<file path="src/sv/phc_pkg.sv">
`timescale 1ns / 1ps
// Shared constants for the pixel highlight compressor: luminance weights,
// scale fraction width and knee/cap levels. No dependencies.
package phc_pkg;

    // 16-bit fractional luminance weights, summing to 65536
    localparam logic [15:0] W_RED   = 16'd13933;
    localparam logic [15:0] W_GREEN = 16'd46871;
    localparam logic [15:0] W_BLUE  = 16'd4732;

    localparam int WEIGHT_BITS = 16;
    localparam int SCALE_BITS  = 16;

    localparam int KNEE_PCT = 82;
    localparam int CAP_PCT  = 90;

    // Knee and cap as channel codes, rounded to nearest
    function automatic int knee_code(input int bits);
        return (KNEE_PCT * (1 << bits) + 50) / 100;
    endfunction

    function automatic int cap_code(input int bits);
        return (CAP_PCT * (1 << bits) + 50) / 100;
    endfunction

endpackage

</file>
<file path="src/sv/phc_luma.sv">
`timescale 1ns / 1ps
// Luminance front end: weighted channel sum, knee test and clamped excess.
// Three register stages. Depends on phc_pkg.
module phc_luma #(
    parameter int CHANNEL_BITS = 12
) (
    input  logic                    clk,
    input  logic                    rst_n,
    input  logic                    in_valid,
    output logic                    in_ready,
    input  logic [CHANNEL_BITS-1:0] red_in,
    input  logic [CHANNEL_BITS-1:0] green_in,
    input  logic [CHANNEL_BITS-1:0] blue_in,
    output logic                    out_valid,
    input  logic                    out_ready,
    output logic [CHANNEL_BITS-1:0] red_out,
    output logic [CHANNEL_BITS-1:0] green_out,
    output logic [CHANNEL_BITS-1:0] blue_out,
    output logic [CHANNEL_BITS-1:0] lum_out,
    output logic                    bright_out,
    output logic [CHANNEL_BITS-1:0] excess_out
);
    import phc_pkg::*;

    localparam int B    = CHANNEL_BITS;
    localparam int NS   = 3;
    localparam int PW   = WEIGHT_BITS + B;
    localparam int KNEE = knee_code(B);
    localparam int SPAN = (1 << B) - KNEE;

    localparam logic [B-1:0] KNEE_C = B'(KNEE);
    localparam logic [B-1:0] SPAN_C = B'(SPAN);

    logic [NS-1:0] v_reg;
    logic [NS:0]   rdy;
    logic [NS-1:0] v_in;
    logic [NS-1:0] ld;

    assign rdy[NS]   = out_ready;
    assign v_in      = {v_reg[NS-2:0], in_valid};
    assign ld        = rdy[NS-1:0] & v_in;
    assign in_ready  = rdy[0];
    assign out_valid = v_reg[NS-1];

    for (genvar i = 0; i < NS; i++)
    begin : g_rdy
        assign rdy[i] = !v_reg[i] || rdy[i+1];
    end

    always_ff @(posedge clk or negedge rst_n)
    begin
        if (!rst_n)
        begin
            v_reg <= '0;
        end
        else
        begin
            for (int i = 0; i < NS; i++)
            begin
                if (rdy[i])
                begin
                    v_reg[i] <= v_in[i];
                end
            end
        end
    end

    // stage 0: weighted products
    logic [B-1:0]  r0_reg, g0_reg, b0_reg;
    logic [PW-1:0] pr0_reg, pg0_reg, pb0_reg;
    // stage 1: luminance
    logic [B-1:0]  r1_reg, g1_reg, b1_reg, lum1_reg;
    // stage 2: knee test
    logic [B-1:0]  r2_reg, g2_reg, b2_reg, lum2_reg, ex2_reg;
    logic          bright2_reg;

    logic [PW-1:0] sum1_next;
    logic          bright2_next;
    logic [B-1:0]  ex_raw;
    logic [B-1:0]  ex2_next;

    // weights sum to 2^16, so the total fits PW bits
    assign sum1_next    = pr0_reg + pg0_reg + pb0_reg;
    assign bright2_next = lum1_reg > KNEE_C;
    assign ex_raw       = lum1_reg - KNEE_C;
    assign ex2_next     = !bright2_next ? '0 : ((ex_raw > SPAN_C) ? SPAN_C : ex_raw);

    always_ff @(posedge clk)
    begin
        if (ld[0])
        begin
            r0_reg  <= red_in;
            g0_reg  <= green_in;
            b0_reg  <= blue_in;
            pr0_reg <= PW'(W_RED) * PW'(red_in);
            pg0_reg <= PW'(W_GREEN) * PW'(green_in);
            pb0_reg <= PW'(W_BLUE) * PW'(blue_in);
        end
        if (ld[1])
        begin
            r1_reg   <= r0_reg;
            g1_reg   <= g0_reg;
            b1_reg   <= b0_reg;
            lum1_reg <= sum1_next[PW-1:WEIGHT_BITS];
        end
        if (ld[2])
        begin
            r2_reg      <= r1_reg;
            g2_reg      <= g1_reg;
            b2_reg      <= b1_reg;
            lum2_reg    <= lum1_reg;
            bright2_reg <= bright2_next;
            ex2_reg     <= ex2_next;
        end
    end

    assign red_out    = r2_reg;
    assign green_out  = g2_reg;
    assign blue_out   = b2_reg;
    assign lum_out    = lum2_reg;
    assign bright_out = bright2_reg;
    assign excess_out = ex2_reg;

endmodule

</file>
<file path="src/sv/phc_target.sv">
`timescale 1ns / 1ps
// Target luminance: knee + floor((cap - knee) * excess / span), with the
// constant divide done by reciprocal multiply and one correction step.
// Four register stages. Depends on phc_pkg.
module phc_target #(
    parameter int CHANNEL_BITS = 12
) (
    input  logic                    clk,
    input  logic                    rst_n,
    input  logic                    in_valid,
    output logic                    in_ready,
    input  logic [CHANNEL_BITS-1:0] red_in,
    input  logic [CHANNEL_BITS-1:0] green_in,
    input  logic [CHANNEL_BITS-1:0] blue_in,
    input  logic [CHANNEL_BITS-1:0] lum_in,
    input  logic                    bright_in,
    input  logic [CHANNEL_BITS-1:0] excess_in,
    output logic                    out_valid,
    input  logic                    out_ready,
    output logic [CHANNEL_BITS-1:0] red_out,
    output logic [CHANNEL_BITS-1:0] green_out,
    output logic [CHANNEL_BITS-1:0] blue_out,
    output logic [CHANNEL_BITS-1:0] lum_out,
    output logic                    bright_out,
    output logic [CHANNEL_BITS-1:0] target_out
);
    import phc_pkg::*;

    localparam int B     = CHANNEL_BITS;
    localparam int NS    = 4;
    localparam int NW    = 2 * B;
    localparam int KNEE  = knee_code(B);
    localparam int SPAN  = (1 << B) - KNEE;
    localparam int DIFF  = cap_code(B) - KNEE;
    // reciprocal of span with 2B fraction bits; numerator stays below 2^(2B)
    localparam longint RECIP = (64'd1 << NW) / SPAN;
    localparam int RW    = $clog2(RECIP + 1);
    localparam int PW    = NW + RW;
    localparam int CW    = 4 * B + 1;

    localparam logic [B-1:0]  KNEE_C  = B'(KNEE);
    localparam logic [NW-1:0] SPAN_C  = NW'(SPAN);
    localparam logic [NW-1:0] DIFF_C  = NW'(DIFF);
    localparam logic [PW-1:0] RECIP_C = PW'(RECIP);

    logic [NS-1:0] v_reg;
    logic [NS:0]   rdy;
    logic [NS-1:0] v_in;
    logic [NS-1:0] ld;

    assign rdy[NS]   = out_ready;
    assign v_in      = {v_reg[NS-2:0], in_valid};
    assign ld        = rdy[NS-1:0] & v_in;
    assign in_ready  = rdy[0];
    assign out_valid = v_reg[NS-1];

    for (genvar i = 0; i < NS; i++)
    begin : g_rdy
        assign rdy[i] = !v_reg[i] || rdy[i+1];
    end

    always_ff @(posedge clk or negedge rst_n)
    begin
        if (!rst_n)
        begin
            v_reg <= '0;
        end
        else
        begin
            for (int i = 0; i < NS; i++)
            begin
                if (rdy[i])
                begin
                    v_reg[i] <= v_in[i];
                end
            end
        end
    end

    // pixel, luminance and bright flag ride along: {bright, lum, blue, green, red}
    logic [CW-1:0] com_reg [NS];
    logic [NW-1:0] n0_reg, n1_reg, n2_reg;
    logic [PW-1:0] p1_reg;
    logic [B-1:0]  q2_reg;
    logic [NW-1:0] qs2_reg;
    logic [B-1:0]  target3_reg;

    logic [B-1:0]  q2_next;
    logic [NW-1:0] rem3;
    logic          bump3;

    assign q2_next = p1_reg[NW +: B];
    assign rem3    = n2_reg - qs2_reg;
    // estimate is low by at most one
    assign bump3   = rem3 >= SPAN_C;

    always_ff @(posedge clk)
    begin
        if (ld[0])
        begin
            com_reg[0] <= {bright_in, lum_in, blue_in, green_in, red_in};
            n0_reg     <= DIFF_C * NW'(excess_in);
        end
        if (ld[1])
        begin
            com_reg[1] <= com_reg[0];
            n1_reg     <= n0_reg;
            p1_reg     <= PW'(n0_reg) * RECIP_C;
        end
        if (ld[2])
        begin
            com_reg[2] <= com_reg[1];
            n2_reg     <= n1_reg;
            q2_reg     <= q2_next;
            qs2_reg    <= NW'(q2_next) * SPAN_C;
        end
        if (ld[3])
        begin
            com_reg[3]  <= com_reg[2];
            target3_reg <= KNEE_C + q2_reg + B'(bump3);
        end
    end

    assign red_out    = com_reg[NS-1][B-1:0];
    assign green_out  = com_reg[NS-1][2*B-1:B];
    assign blue_out   = com_reg[NS-1][3*B-1:2*B];
    assign lum_out    = com_reg[NS-1][4*B-1:3*B];
    assign bright_out = com_reg[NS-1][4*B];
    assign target_out = target3_reg;

endmodule

</file>
<file path="src/sv/phc_divider.sv">
`timescale 1ns / 1ps
// Pipelined restoring divider: scale = floor(target * 2^16 / lum), one
// quotient bit per stage. Target is always below lum on the bright path.
// Depends on phc_pkg.
module phc_divider #(
    parameter int CHANNEL_BITS = 12
) (
    input  logic                         clk,
    input  logic                         rst_n,
    input  logic                         in_valid,
    output logic                         in_ready,
    input  logic [CHANNEL_BITS-1:0]      red_in,
    input  logic [CHANNEL_BITS-1:0]      green_in,
    input  logic [CHANNEL_BITS-1:0]      blue_in,
    input  logic [CHANNEL_BITS-1:0]      lum_in,
    input  logic                         bright_in,
    input  logic [CHANNEL_BITS-1:0]      target_in,
    output logic                         out_valid,
    input  logic                         out_ready,
    output logic [CHANNEL_BITS-1:0]      red_out,
    output logic [CHANNEL_BITS-1:0]      green_out,
    output logic [CHANNEL_BITS-1:0]      blue_out,
    output logic                         bright_out,
    output logic [phc_pkg::SCALE_BITS-1:0] scale_out
);
    import phc_pkg::*;

    localparam int B  = CHANNEL_BITS;
    localparam int NS = SCALE_BITS;
    localparam int CW = 4 * B + 1;

    logic [NS-1:0] v_reg;
    logic [NS:0]   rdy;
    logic [NS-1:0] v_in;
    logic [NS-1:0] ld;

    assign rdy[NS]   = out_ready;
    assign v_in      = {v_reg[NS-2:0], in_valid};
    assign ld        = rdy[NS-1:0] & v_in;
    assign in_ready  = rdy[0];
    assign out_valid = v_reg[NS-1];

    for (genvar i = 0; i < NS; i++)
    begin : g_rdy
        assign rdy[i] = !v_reg[i] || rdy[i+1];
    end

    always_ff @(posedge clk or negedge rst_n)
    begin
        if (!rst_n)
        begin
            v_reg <= '0;
        end
        else
        begin
            for (int i = 0; i < NS; i++)
            begin
                if (rdy[i])
                begin
                    v_reg[i] <= v_in[i];
                end
            end
        end
    end

    // {bright, lum, blue, green, red}
    logic [CW-1:0] com_reg [NS];
    logic [NS-1:0] quo_reg [NS];
    logic [B-1:0]  rem_reg [NS-1];

    for (genvar k = 0; k < NS; k++)
    begin : g_stage
        logic [CW-1:0] com_in;
        logic [NS-1:0] quo_in;
        logic [B-1:0]  rem_in;
        logic [B:0]    shifted;
        logic [B:0]    divisor;
        logic          take;

        if (k == 0)
        begin : g_first
            assign com_in = {bright_in, lum_in, blue_in, green_in, red_in};
            assign quo_in = '0;
            assign rem_in = target_in;
        end
        else
        begin : g_rest
            assign com_in = com_reg[k-1];
            assign quo_in = quo_reg[k-1];
            assign rem_in = rem_reg[k-1];
        end

        assign shifted = {rem_in, 1'b0};
        assign divisor = {1'b0, com_in[4*B-1:3*B]};
        assign take    = shifted >= divisor;

        always_ff @(posedge clk)
        begin
            if (ld[k])
            begin
                com_reg[k] <= com_in;
                quo_reg[k] <= {quo_in[NS-2:0], take};
            end
        end

        // partial remainder stays below lum, so B bits hold it
        if (k < NS - 1)
        begin : g_rem
            logic [B:0] diff;
            assign diff = shifted - divisor;
            always_ff @(posedge clk)
            begin
                if (ld[k])
                begin
                    rem_reg[k] <= take ? diff[B-1:0] : shifted[B-1:0];
                end
            end
        end
    end

    assign red_out    = com_reg[NS-1][B-1:0];
    assign green_out  = com_reg[NS-1][2*B-1:B];
    assign blue_out   = com_reg[NS-1][3*B-1:2*B];
    assign bright_out = com_reg[NS-1][4*B];
    assign scale_out  = quo_reg[NS-1];

endmodule

</file>
<file path="src/sv/pixel_highlight_compressor.sv">
`timescale 1ns / 1ps
// Pixel highlight compressor top level: stream ports, output scaling stage.
// Instantiates phc_luma, phc_target and phc_divider; depends on phc_pkg.
//
// Usage:
//   One RGB pixel per transfer on the slave side (s_tvalid/s_tready/s_tdata),
//   one compressed pixel per transfer on the master side, in the same order.
//   Pixels with luminance at or below the knee leave unchanged; brighter ones
//   are scaled toward the cap with hue kept.
//   24 register stages: 3 luminance stages, 4 target stages, 16 divider
//   stages (one quotient bit each) and the output multiply register.
//   Throughput is one pixel per clock while m_tready is high; every stage
//   holds one pixel.
//   Each stage has its own valid bit and loads when it is empty or its
//   successor moves, so while m_tready is low the pipeline keeps taking
//   input until every stage is full, and nothing is dropped or repeated.
//   Reset (rst_n low, asynchronous) empties the pipeline; no pixel in flight
//   survives it.
module pixel_highlight_compressor #(
    parameter  int CHANNEL_BITS = 12,
    localparam int TDATA_W      = ((3 * CHANNEL_BITS + 7) / 8) * 8
) (
    input  logic               clk,
    input  logic               rst_n,
    input  logic               s_tvalid,
    output logic               s_tready,
    input  logic [TDATA_W-1:0] s_tdata,   // red_in, green_in, blue_in, zero pad
    output logic               m_tvalid,
    input  logic               m_tready,
    output logic [TDATA_W-1:0] m_tdata    // red_out, green_out, blue_out, zero pad
);
    import phc_pkg::*;

    localparam int B  = CHANNEL_BITS;
    localparam int MW = B + SCALE_BITS;

    logic [B-1:0] red_in, green_in, blue_in;
    assign red_in   = s_tdata[B-1:0];
    assign green_in = s_tdata[2*B-1:B];
    assign blue_in  = s_tdata[3*B-1:2*B];

    logic         l_valid, l_ready;
    logic [B-1:0] l_red, l_green, l_blue, l_lum, l_excess;
    logic         l_bright;

    phc_luma #(.CHANNEL_BITS(B)) u_luma (
        .clk        (clk),
        .rst_n      (rst_n),
        .in_valid   (s_tvalid),
        .in_ready   (s_tready),
        .red_in     (red_in),
        .green_in   (green_in),
        .blue_in    (blue_in),
        .out_valid  (l_valid),
        .out_ready  (l_ready),
        .red_out    (l_red),
        .green_out  (l_green),
        .blue_out   (l_blue),
        .lum_out    (l_lum),
        .bright_out (l_bright),
        .excess_out (l_excess)
    );

    logic         t_valid, t_ready;
    logic [B-1:0] t_red, t_green, t_blue, t_lum, t_target;
    logic         t_bright;

    phc_target #(.CHANNEL_BITS(B)) u_target (
        .clk        (clk),
        .rst_n      (rst_n),
        .in_valid   (l_valid),
        .in_ready   (l_ready),
        .red_in     (l_red),
        .green_in   (l_green),
        .blue_in    (l_blue),
        .lum_in     (l_lum),
        .bright_in  (l_bright),
        .excess_in  (l_excess),
        .out_valid  (t_valid),
        .out_ready  (t_ready),
        .red_out    (t_red),
        .green_out  (t_green),
        .blue_out   (t_blue),
        .lum_out    (t_lum),
        .bright_out (t_bright),
        .target_out (t_target)
    );

    logic                  d_valid, d_ready;
    logic [B-1:0]          d_red, d_green, d_blue;
    logic                  d_bright;
    logic [SCALE_BITS-1:0] d_scale;

    phc_divider #(.CHANNEL_BITS(B)) u_divider (
        .clk        (clk),
        .rst_n      (rst_n),
        .in_valid   (t_valid),
        .in_ready   (t_ready),
        .red_in     (t_red),
        .green_in   (t_green),
        .blue_in    (t_blue),
        .lum_in     (t_lum),
        .bright_in  (t_bright),
        .target_in  (t_target),
        .out_valid  (d_valid),
        .out_ready  (d_ready),
        .red_out    (d_red),
        .green_out  (d_green),
        .blue_out   (d_blue),
        .bright_out (d_bright),
        .scale_out  (d_scale)
    );

    // output stage: channel * scale, keep the integer part
    logic               out_valid_reg;
    logic [TDATA_W-1:0] out_data_reg;
    logic [MW-1:0]      prod_r, prod_g, prod_b;
    logic [B-1:0]       red_c, green_c, blue_c;

    assign d_ready = !out_valid_reg || m_tready;
    assign prod_r  = MW'(d_red) * MW'(d_scale);
    assign prod_g  = MW'(d_green) * MW'(d_scale);
    assign prod_b  = MW'(d_blue) * MW'(d_scale);
    assign red_c   = d_bright ? prod_r[SCALE_BITS +: B] : d_red;
    assign green_c = d_bright ? prod_g[SCALE_BITS +: B] : d_green;
    assign blue_c  = d_bright ? prod_b[SCALE_BITS +: B] : d_blue;

    always_ff @(posedge clk or negedge rst_n)
    begin
        if (!rst_n)
        begin
            out_valid_reg <= 1'b0;
        end
        else if (d_ready)
        begin
            out_valid_reg <= d_valid;
        end
    end

    always_ff @(posedge clk)
    begin
        if (d_ready && d_valid)
        begin
            out_data_reg <= TDATA_W'({blue_c, green_c, red_c});
        end
    end

    assign m_tvalid = out_valid_reg;
    assign m_tdata  = out_data_reg;

endmodule
</file>
<file path="config.mk">
export PLATFORM = sky130hd
export DESIGN_NAME = pixel_highlight_compressor
export DESIGN_NICKNAME = d
export VERILOG_FILES = /design/src/sv/phc_pkg.sv /design/src/sv/phc_luma.sv /design/src/sv/phc_target.sv /design/src/sv/phc_divider.sv /design/src/sv/pixel_highlight_compressor.sv
export SDC_FILE = /design/constraint.sdc
export NUM_CORES = 2
export LEC_CHECK = 0
export BUFFER_PORTS_ARGS = -buffer_cell sky130_fd_sc_hd__buf_2
export CAP_MARGIN = 20
export CORE_MARGIN = 4
export CORE_UTILIZATION = 65
export DETAILED_ROUTE_END_ITERATION = 6
export PLACE_DENSITY = 0.89
export SLEW_MARGIN = 20
export SYNTH_ARGS = -nofsm -noshare
export SYNTH_HDL_FRONTEND = slang
export SYNTH_SLANG_ARGS = --single-unit
export TNS_END_PERCENT = 5
</file>
<file path="constraint.sdc">
create_clock -name clk -period 8.3 [get_ports clk]
set_input_delay 0.83 -clock clk [delete_from_list [all_inputs] [get_ports clk]]
set_output_delay 0.83 -clock clk [all_outputs]
set_load 0.1 [all_outputs]
</file>
# Word-level counts from Yosys, hierarchy flattened
# Memories as Yosys holds them, arrays and structs flattened.
# Index checks and enable logic that the tools add are counted.
# totals
regBits	425
ram_bits	1416
in_bits	44
out_inout_bits	42
memories	4
# memory_table
name	words	word_bits	rd	rd_clocked_by_memory_dff	write_ports	line_no	rtl
u_divider.com_reg	16	49	16	0	16	phc_divider.sv:67	logic [CW-1:0] com_reg [NS];
u_divider.quo_reg	16	16	16	0	16	phc_divider.sv:68	logic [NS-1:0] quo_reg [NS];
u_target.com_reg	4	49	4	0	4	phc_target.sv:81	logic [CW-1:0] com_reg [NS];
u_divider.rem_reg	15	12	15	0	15	phc_divider.sv:69	logic [B-1:0] rem_reg [NS-1];
# classes
n_addsub	21
multipliers	9
n_lt_le_gt_ge	19
mux	59
bitwise	4
n_reduce_logical	50
# op_table
cell	count
two-way mux 12 bit	18
greater-or-equal comparator 13 x 12 -> 1 bit	16
subtractor 12 bit	15
multiplier 12 x 16 -> 28 bit	3
two-way mux 1 bit	40
multiplier 21 x 13 -> 34 bit, second input constant	1
adder 26 x 28 -> 28 bit	1
adder 28 x 25 -> 28 bit	1
multiplier 16 x 12 -> 28 bit, first input constant	1
multiplier 14 x 12 -> 26 bit, first input constant	1
greater-or-equal comparator 24 x 10 -> 1 bit, second input constant	1
zero test 1 bit	24
logical OR 1 bit	24
multiplier 11 x 12 -> 23 bit, first input constant	1
subtractor 21 x 22 -> 23 bit	1
multiplier 12 x 10 -> 22 bit, second input constant	1
multiplier 9 x 12 -> 21 bit, first input constant	1
AND 16 bit	1
adder 12 x 1 -> 12 bit	1
adder 12 bit, first input constant	1
> comparator 12 x 10 -> 1 bit, second input constant	1
> comparator 12 bit, second input constant	1
subtractor 12 bit, second input constant	1
two-way mux 10 bit	1
5 further kinds	5

# Depth between registers and ports, before layout
# logic_depth
word_depth	26
mapped_depth	24
depth_no_buf	22

# Cells and area by module
# Synthesis repeated with hierarchy kept, for this count alone.
# hier_totals
cells_unflattened	8200
area_unflattened_um2	103050.1
# modules_own_cells
module	n_inst	cells_each	area_each_um2
phc_divider	1	3008	46101.7
pixel_highlight_compressor	1	2256	19493.7
phc_target	1	1437	19341.0
phc_luma	1	1499	18113.6

# Least setup slack after synthesis
# OpenSTA, ideal clock, no wires.
# synth_path
path_type	register to register
start	register out_valid_reg (netlist: m_tvalid)
end	memory u_divider.com_reg[0][100] in the netlist's numbering (enable)
arrival_time_ps	6619
required_ps	7716
setup_slack_ps	1097
stages_incl_launch_ff	8
n_path_buf	0
cell_sequence	dfrtp_1 -> nor2b_2 -> and3_2 -> and2_2 -> nand4_1 -> nor2_1 -> and3_1 -> a21boi_0
# synth_rtl
element	line_no	rtl
start, declared	pixel_highlight_compressor.sv:115	logic out_valid_reg;
start signal, assigned	pixel_highlight_compressor.sv:136	out_valid_reg <= d_valid;
end, declared	phc_divider.sv:67	

==> results.py <==
metrics = {
    "yosys": {
        "async_flop_share": 0.0143,
        "synth_area_leader_cell": "edfxtp_1",
        "ys_ff_latch": 1678,
        "synth_edf_count": 1654,
        "synthSimpleGateAreaFrac": 0.0715,
        "syn_area_mm2": 0.0987,
        "syn-mean-instance-area_um2": 13.2,
        "ys.warnings.count": 0,
        "synth_compound_area_frac": 0.0498,
        "synthMuxAreaShare": 0.0199,
        "yosysTopAreaCellShare": 0.503,
        "synth-main-ff-cell": "edfxtp_1",
        "ys_seq_area_frac": 0.509,
        "netlist_instances": 7455,
        "synth_top_family_by_area": "adder cells",
        "synth_area_leaders": "edfxtp_1, fa_1, ha_1",
        "ys_types": 95,
        "synthAdderAreaFrac": 0.270,
        "synth_xor_area_frac": 0.0220,
    },
    "clocking": {
        "clock-sinks": 1678,
        "clock_path_buffers": 3,
        "numCtsBuffers": 164,
        "clkLatencyLatePin_ps": 820,
        "cts_tree": "done",
        "clkTransAtPathRegs_ps": 70,
        "cts_resized": 0,
        "postCtsSetupRepairBufs": 0,
        "root_buffer": "clkbuf_16",
        "postCtsHoldBufs": 0,
        "htreeDepth": 4,
    },
    "critical_path": {
        "path_max_fanout": 19,
        "worstPathArrival_ps": 7720,
        "setup.worst_path.start_class": "flop",
        "worstPathRequired_ps": 8860,
        "critPathCaptureType": "flop",
        "critical_path.startpoint": "u_divider.quo_reg[3][52]$_DFFE_PP_",
        "path_class": "reg -> reg",
        "rr_worst_depth": 21,
        "r2r-start": "u_divider.quo_reg[3][52]$_DFFE_PP_",
        "crit_path_end": "m_tdata[34]$_DFFE_PP_",
        "reg2reg_setup_slack_ps": 1140,
        "reg2reg_to": "m_tdata[34]$_DFFE_PP_",
    },
    "timing": {
        "fin_skew_ps": 80.5,
        "min_period_ps": 7160,
        "worst_slew_pin_slew_ps": 1200,
        "rsz0062_at_grt": "false",
        "fmax_mhz": 140,
        "drv_slew": 0,
        "setup_viol": 0,
        "maxSlewHeadroom": 0.193,
        "hold_viol_final": 0,
        "fin_crit_sh": 0.863,
        "finalSetupTns_ps": 0,
    },
    "min_path": {
        "hp-class": "in -> async",
    },
    "detailed_routing": {
        "detailroute.via_count": 58466,
        "routedWlPerCell_um": 21.8,
        "dr.pass1.iters": 7,
        "vias_per_cell": 5.98,
        "drt_iter0_drc": 5238,
        "antenna_left": 0,
        "totalWireLength_mm": 213,
        "drc": 7,
    },
    "die": {
        "initial_core_util": 0.656,
        "die_area_mm2": 0.158,
        "coreArea_mm2": 0.150,
        "die_w_um": 398,
        "die_h_um": 398,
        "rows": 142,
        "ios": 86,
    },
    "placement": {
        "dp_hpwl_mm": 141,
        "gp_congestion": 0.922,
        "io_buffers": 77,
    },
    "global_routing": {
        "grt_pass1_vias": 64314,
        "antenna_found_initial": 3,
        "track_usage": 0.276,
        "grt_overflow": 0,
        "grt_pass1_wl_mm": 341,
        "grt_start_max_net_pins": 83,
    },
    "final_layout": {
        "multiInputGateArea_mm2": 0.0429,
        "area_growth_pct": 8.39,
        "final_common_cell": "edfxtp_1",
        "final_cell_mix": "edfxtp_1, inv_1, ha_1",
        "largest_reg_flops": 772,
        "drive_above_1_share": 0.0808,
        "seqCellArea_mm2": 0.0503,
        "fin_nets": 9340,
        "fill_cells": 9044,
    },
    "outcome": {
        "violations": "DRC",
        "outcome": "finished with violations",
    },
    "run": {
        "drv_cap": 0,
    },
}
==> cells in the mapped netlist, types with 8 or more instances <==
library cell,number
a211o_1,8
a211oi_1,49
a21boi_0,32
a21boi_1,8
a21o_1,72
a21oi_1,175
a31oi_1,15
and2_1,203
and3_1,19
buf_2,8
buf_4,8
clkbuf_1,112
dfrtp_1,24
edfxtp_1,1654
fa_1,756
ha_1,917
inv_1,1357
mux2_2,160
mux2i_1,16
nand2_1,547
nand2b_1,39
nand3_1,66
nand4_1,47
nor2_1,268
nor2b_1,73
nor3_1,93
nor4_1,18
o2111a_1,13
o2111ai_1,8
o21a_1,48
o21ai_0,123
o21bai_1,33
o31a_1,25
o31ai_1,28
or2_2,29
or3_1,25
xnor2_1,191
xor2_1,57
==> worst min-delay path by stage <==
| stage | slack [ps] | end | start | depth (start not counted) |
|---|---|---|---|---|
| finish | 90 | u_divider.v_reg[10]$_DFFE_PN0P_ | rst_n | 1 |
| global route | 100 | u_divider.v_reg[10]$_DFFE_PN0P_ | rst_n | 1 |
| global placement | 400 | u_divider.com_reg[1][149]$_DFFE_PP_ | u_divider.com_reg[1][100]$_DFFE_PP_ | 0 |
| floorplan | 400 | u_divider.com_reg[0][0]$_DFFE_PP_ | u_target.com_reg[3][0]$_DFFE_PP_ | 0 |
| CTS | 60 | u_divider.v_reg[10]$_DFFE_PN0P_ | rst_n | 1 |
| detailed placement | 400 | u_divider.com_reg[0][182]$_DFFE_PP_ | u_divider.com_reg[0][133]$_DFFE_PP_ | 0 |
==> cell type report <==
class                   instances  area share
multi-input cells            4289       0.401
well taps                    2016      0.0236
repair buffers                133     0.00764
clock buffers                 192      0.0394
diodes                          2   0.0000468
inverters                    1357      0.0476
flip-flops and latches       1678       0.470
clock inverters               107      0.0108
==> stage by stage <==
stage,util,setup WS (ps),std cells,area (um^2),hold WS [ps]
after floorplan,-,1100,7460,98700,400
after global placement,0.675,1490,9470,102000,400
after detailed placement,0.675,1350,9470,102000,405
after CTS,0.711,1220,9769,107000,57.0
after global routing,0.712,934,9774,107000,98.2
final,0.712,1140,9774,107000,89.7
==> critical path, cell delays in order (launching register included) <==
cell and delay (ps):
edfxtp_1 940, buf_4 340, nand2_1 110, fa_1 570, inv_1 50, fa_1 460, fa_1 530, fa_1 550
inv_1 60, fa_1 550, inv_1 50, ha_1 270, o21ai_0 80, a211oi_1 240, a211oi_1 90, a211oi_1 330
o21ai_1 240, a211oi_1 720, o31a_1 270, nor2_1 70, xnor2_1 140, mux2_2 280
==> per-layer routing <==
metal  track usage  vias up  routed length, um
met2         0.494     2995             111000
li1              -    25616                  -
met5             0        -                  0
met4         0.150        0              13000
met3        0.0515      971              14700
met1         0.314    28884              74100
==> logic make-up after synthesis <==
| logic type | Yosys count |
|---|---|
| flip-flops | 1678 |
| adder cells (fa/ha/maj) | 1673 |
| XOR/XNOR | 248 |
| multiplexers | 176 |
| AND/OR/NAND/NOR | 1468 |
| AO/OA/AOI/OAI | 718 |
| other | 1 |
| buffers and inverters | 1493 |
Power is not shown: default switching activity piles up to over one toggle a cycle in this logic, so the estimate is an artifact.
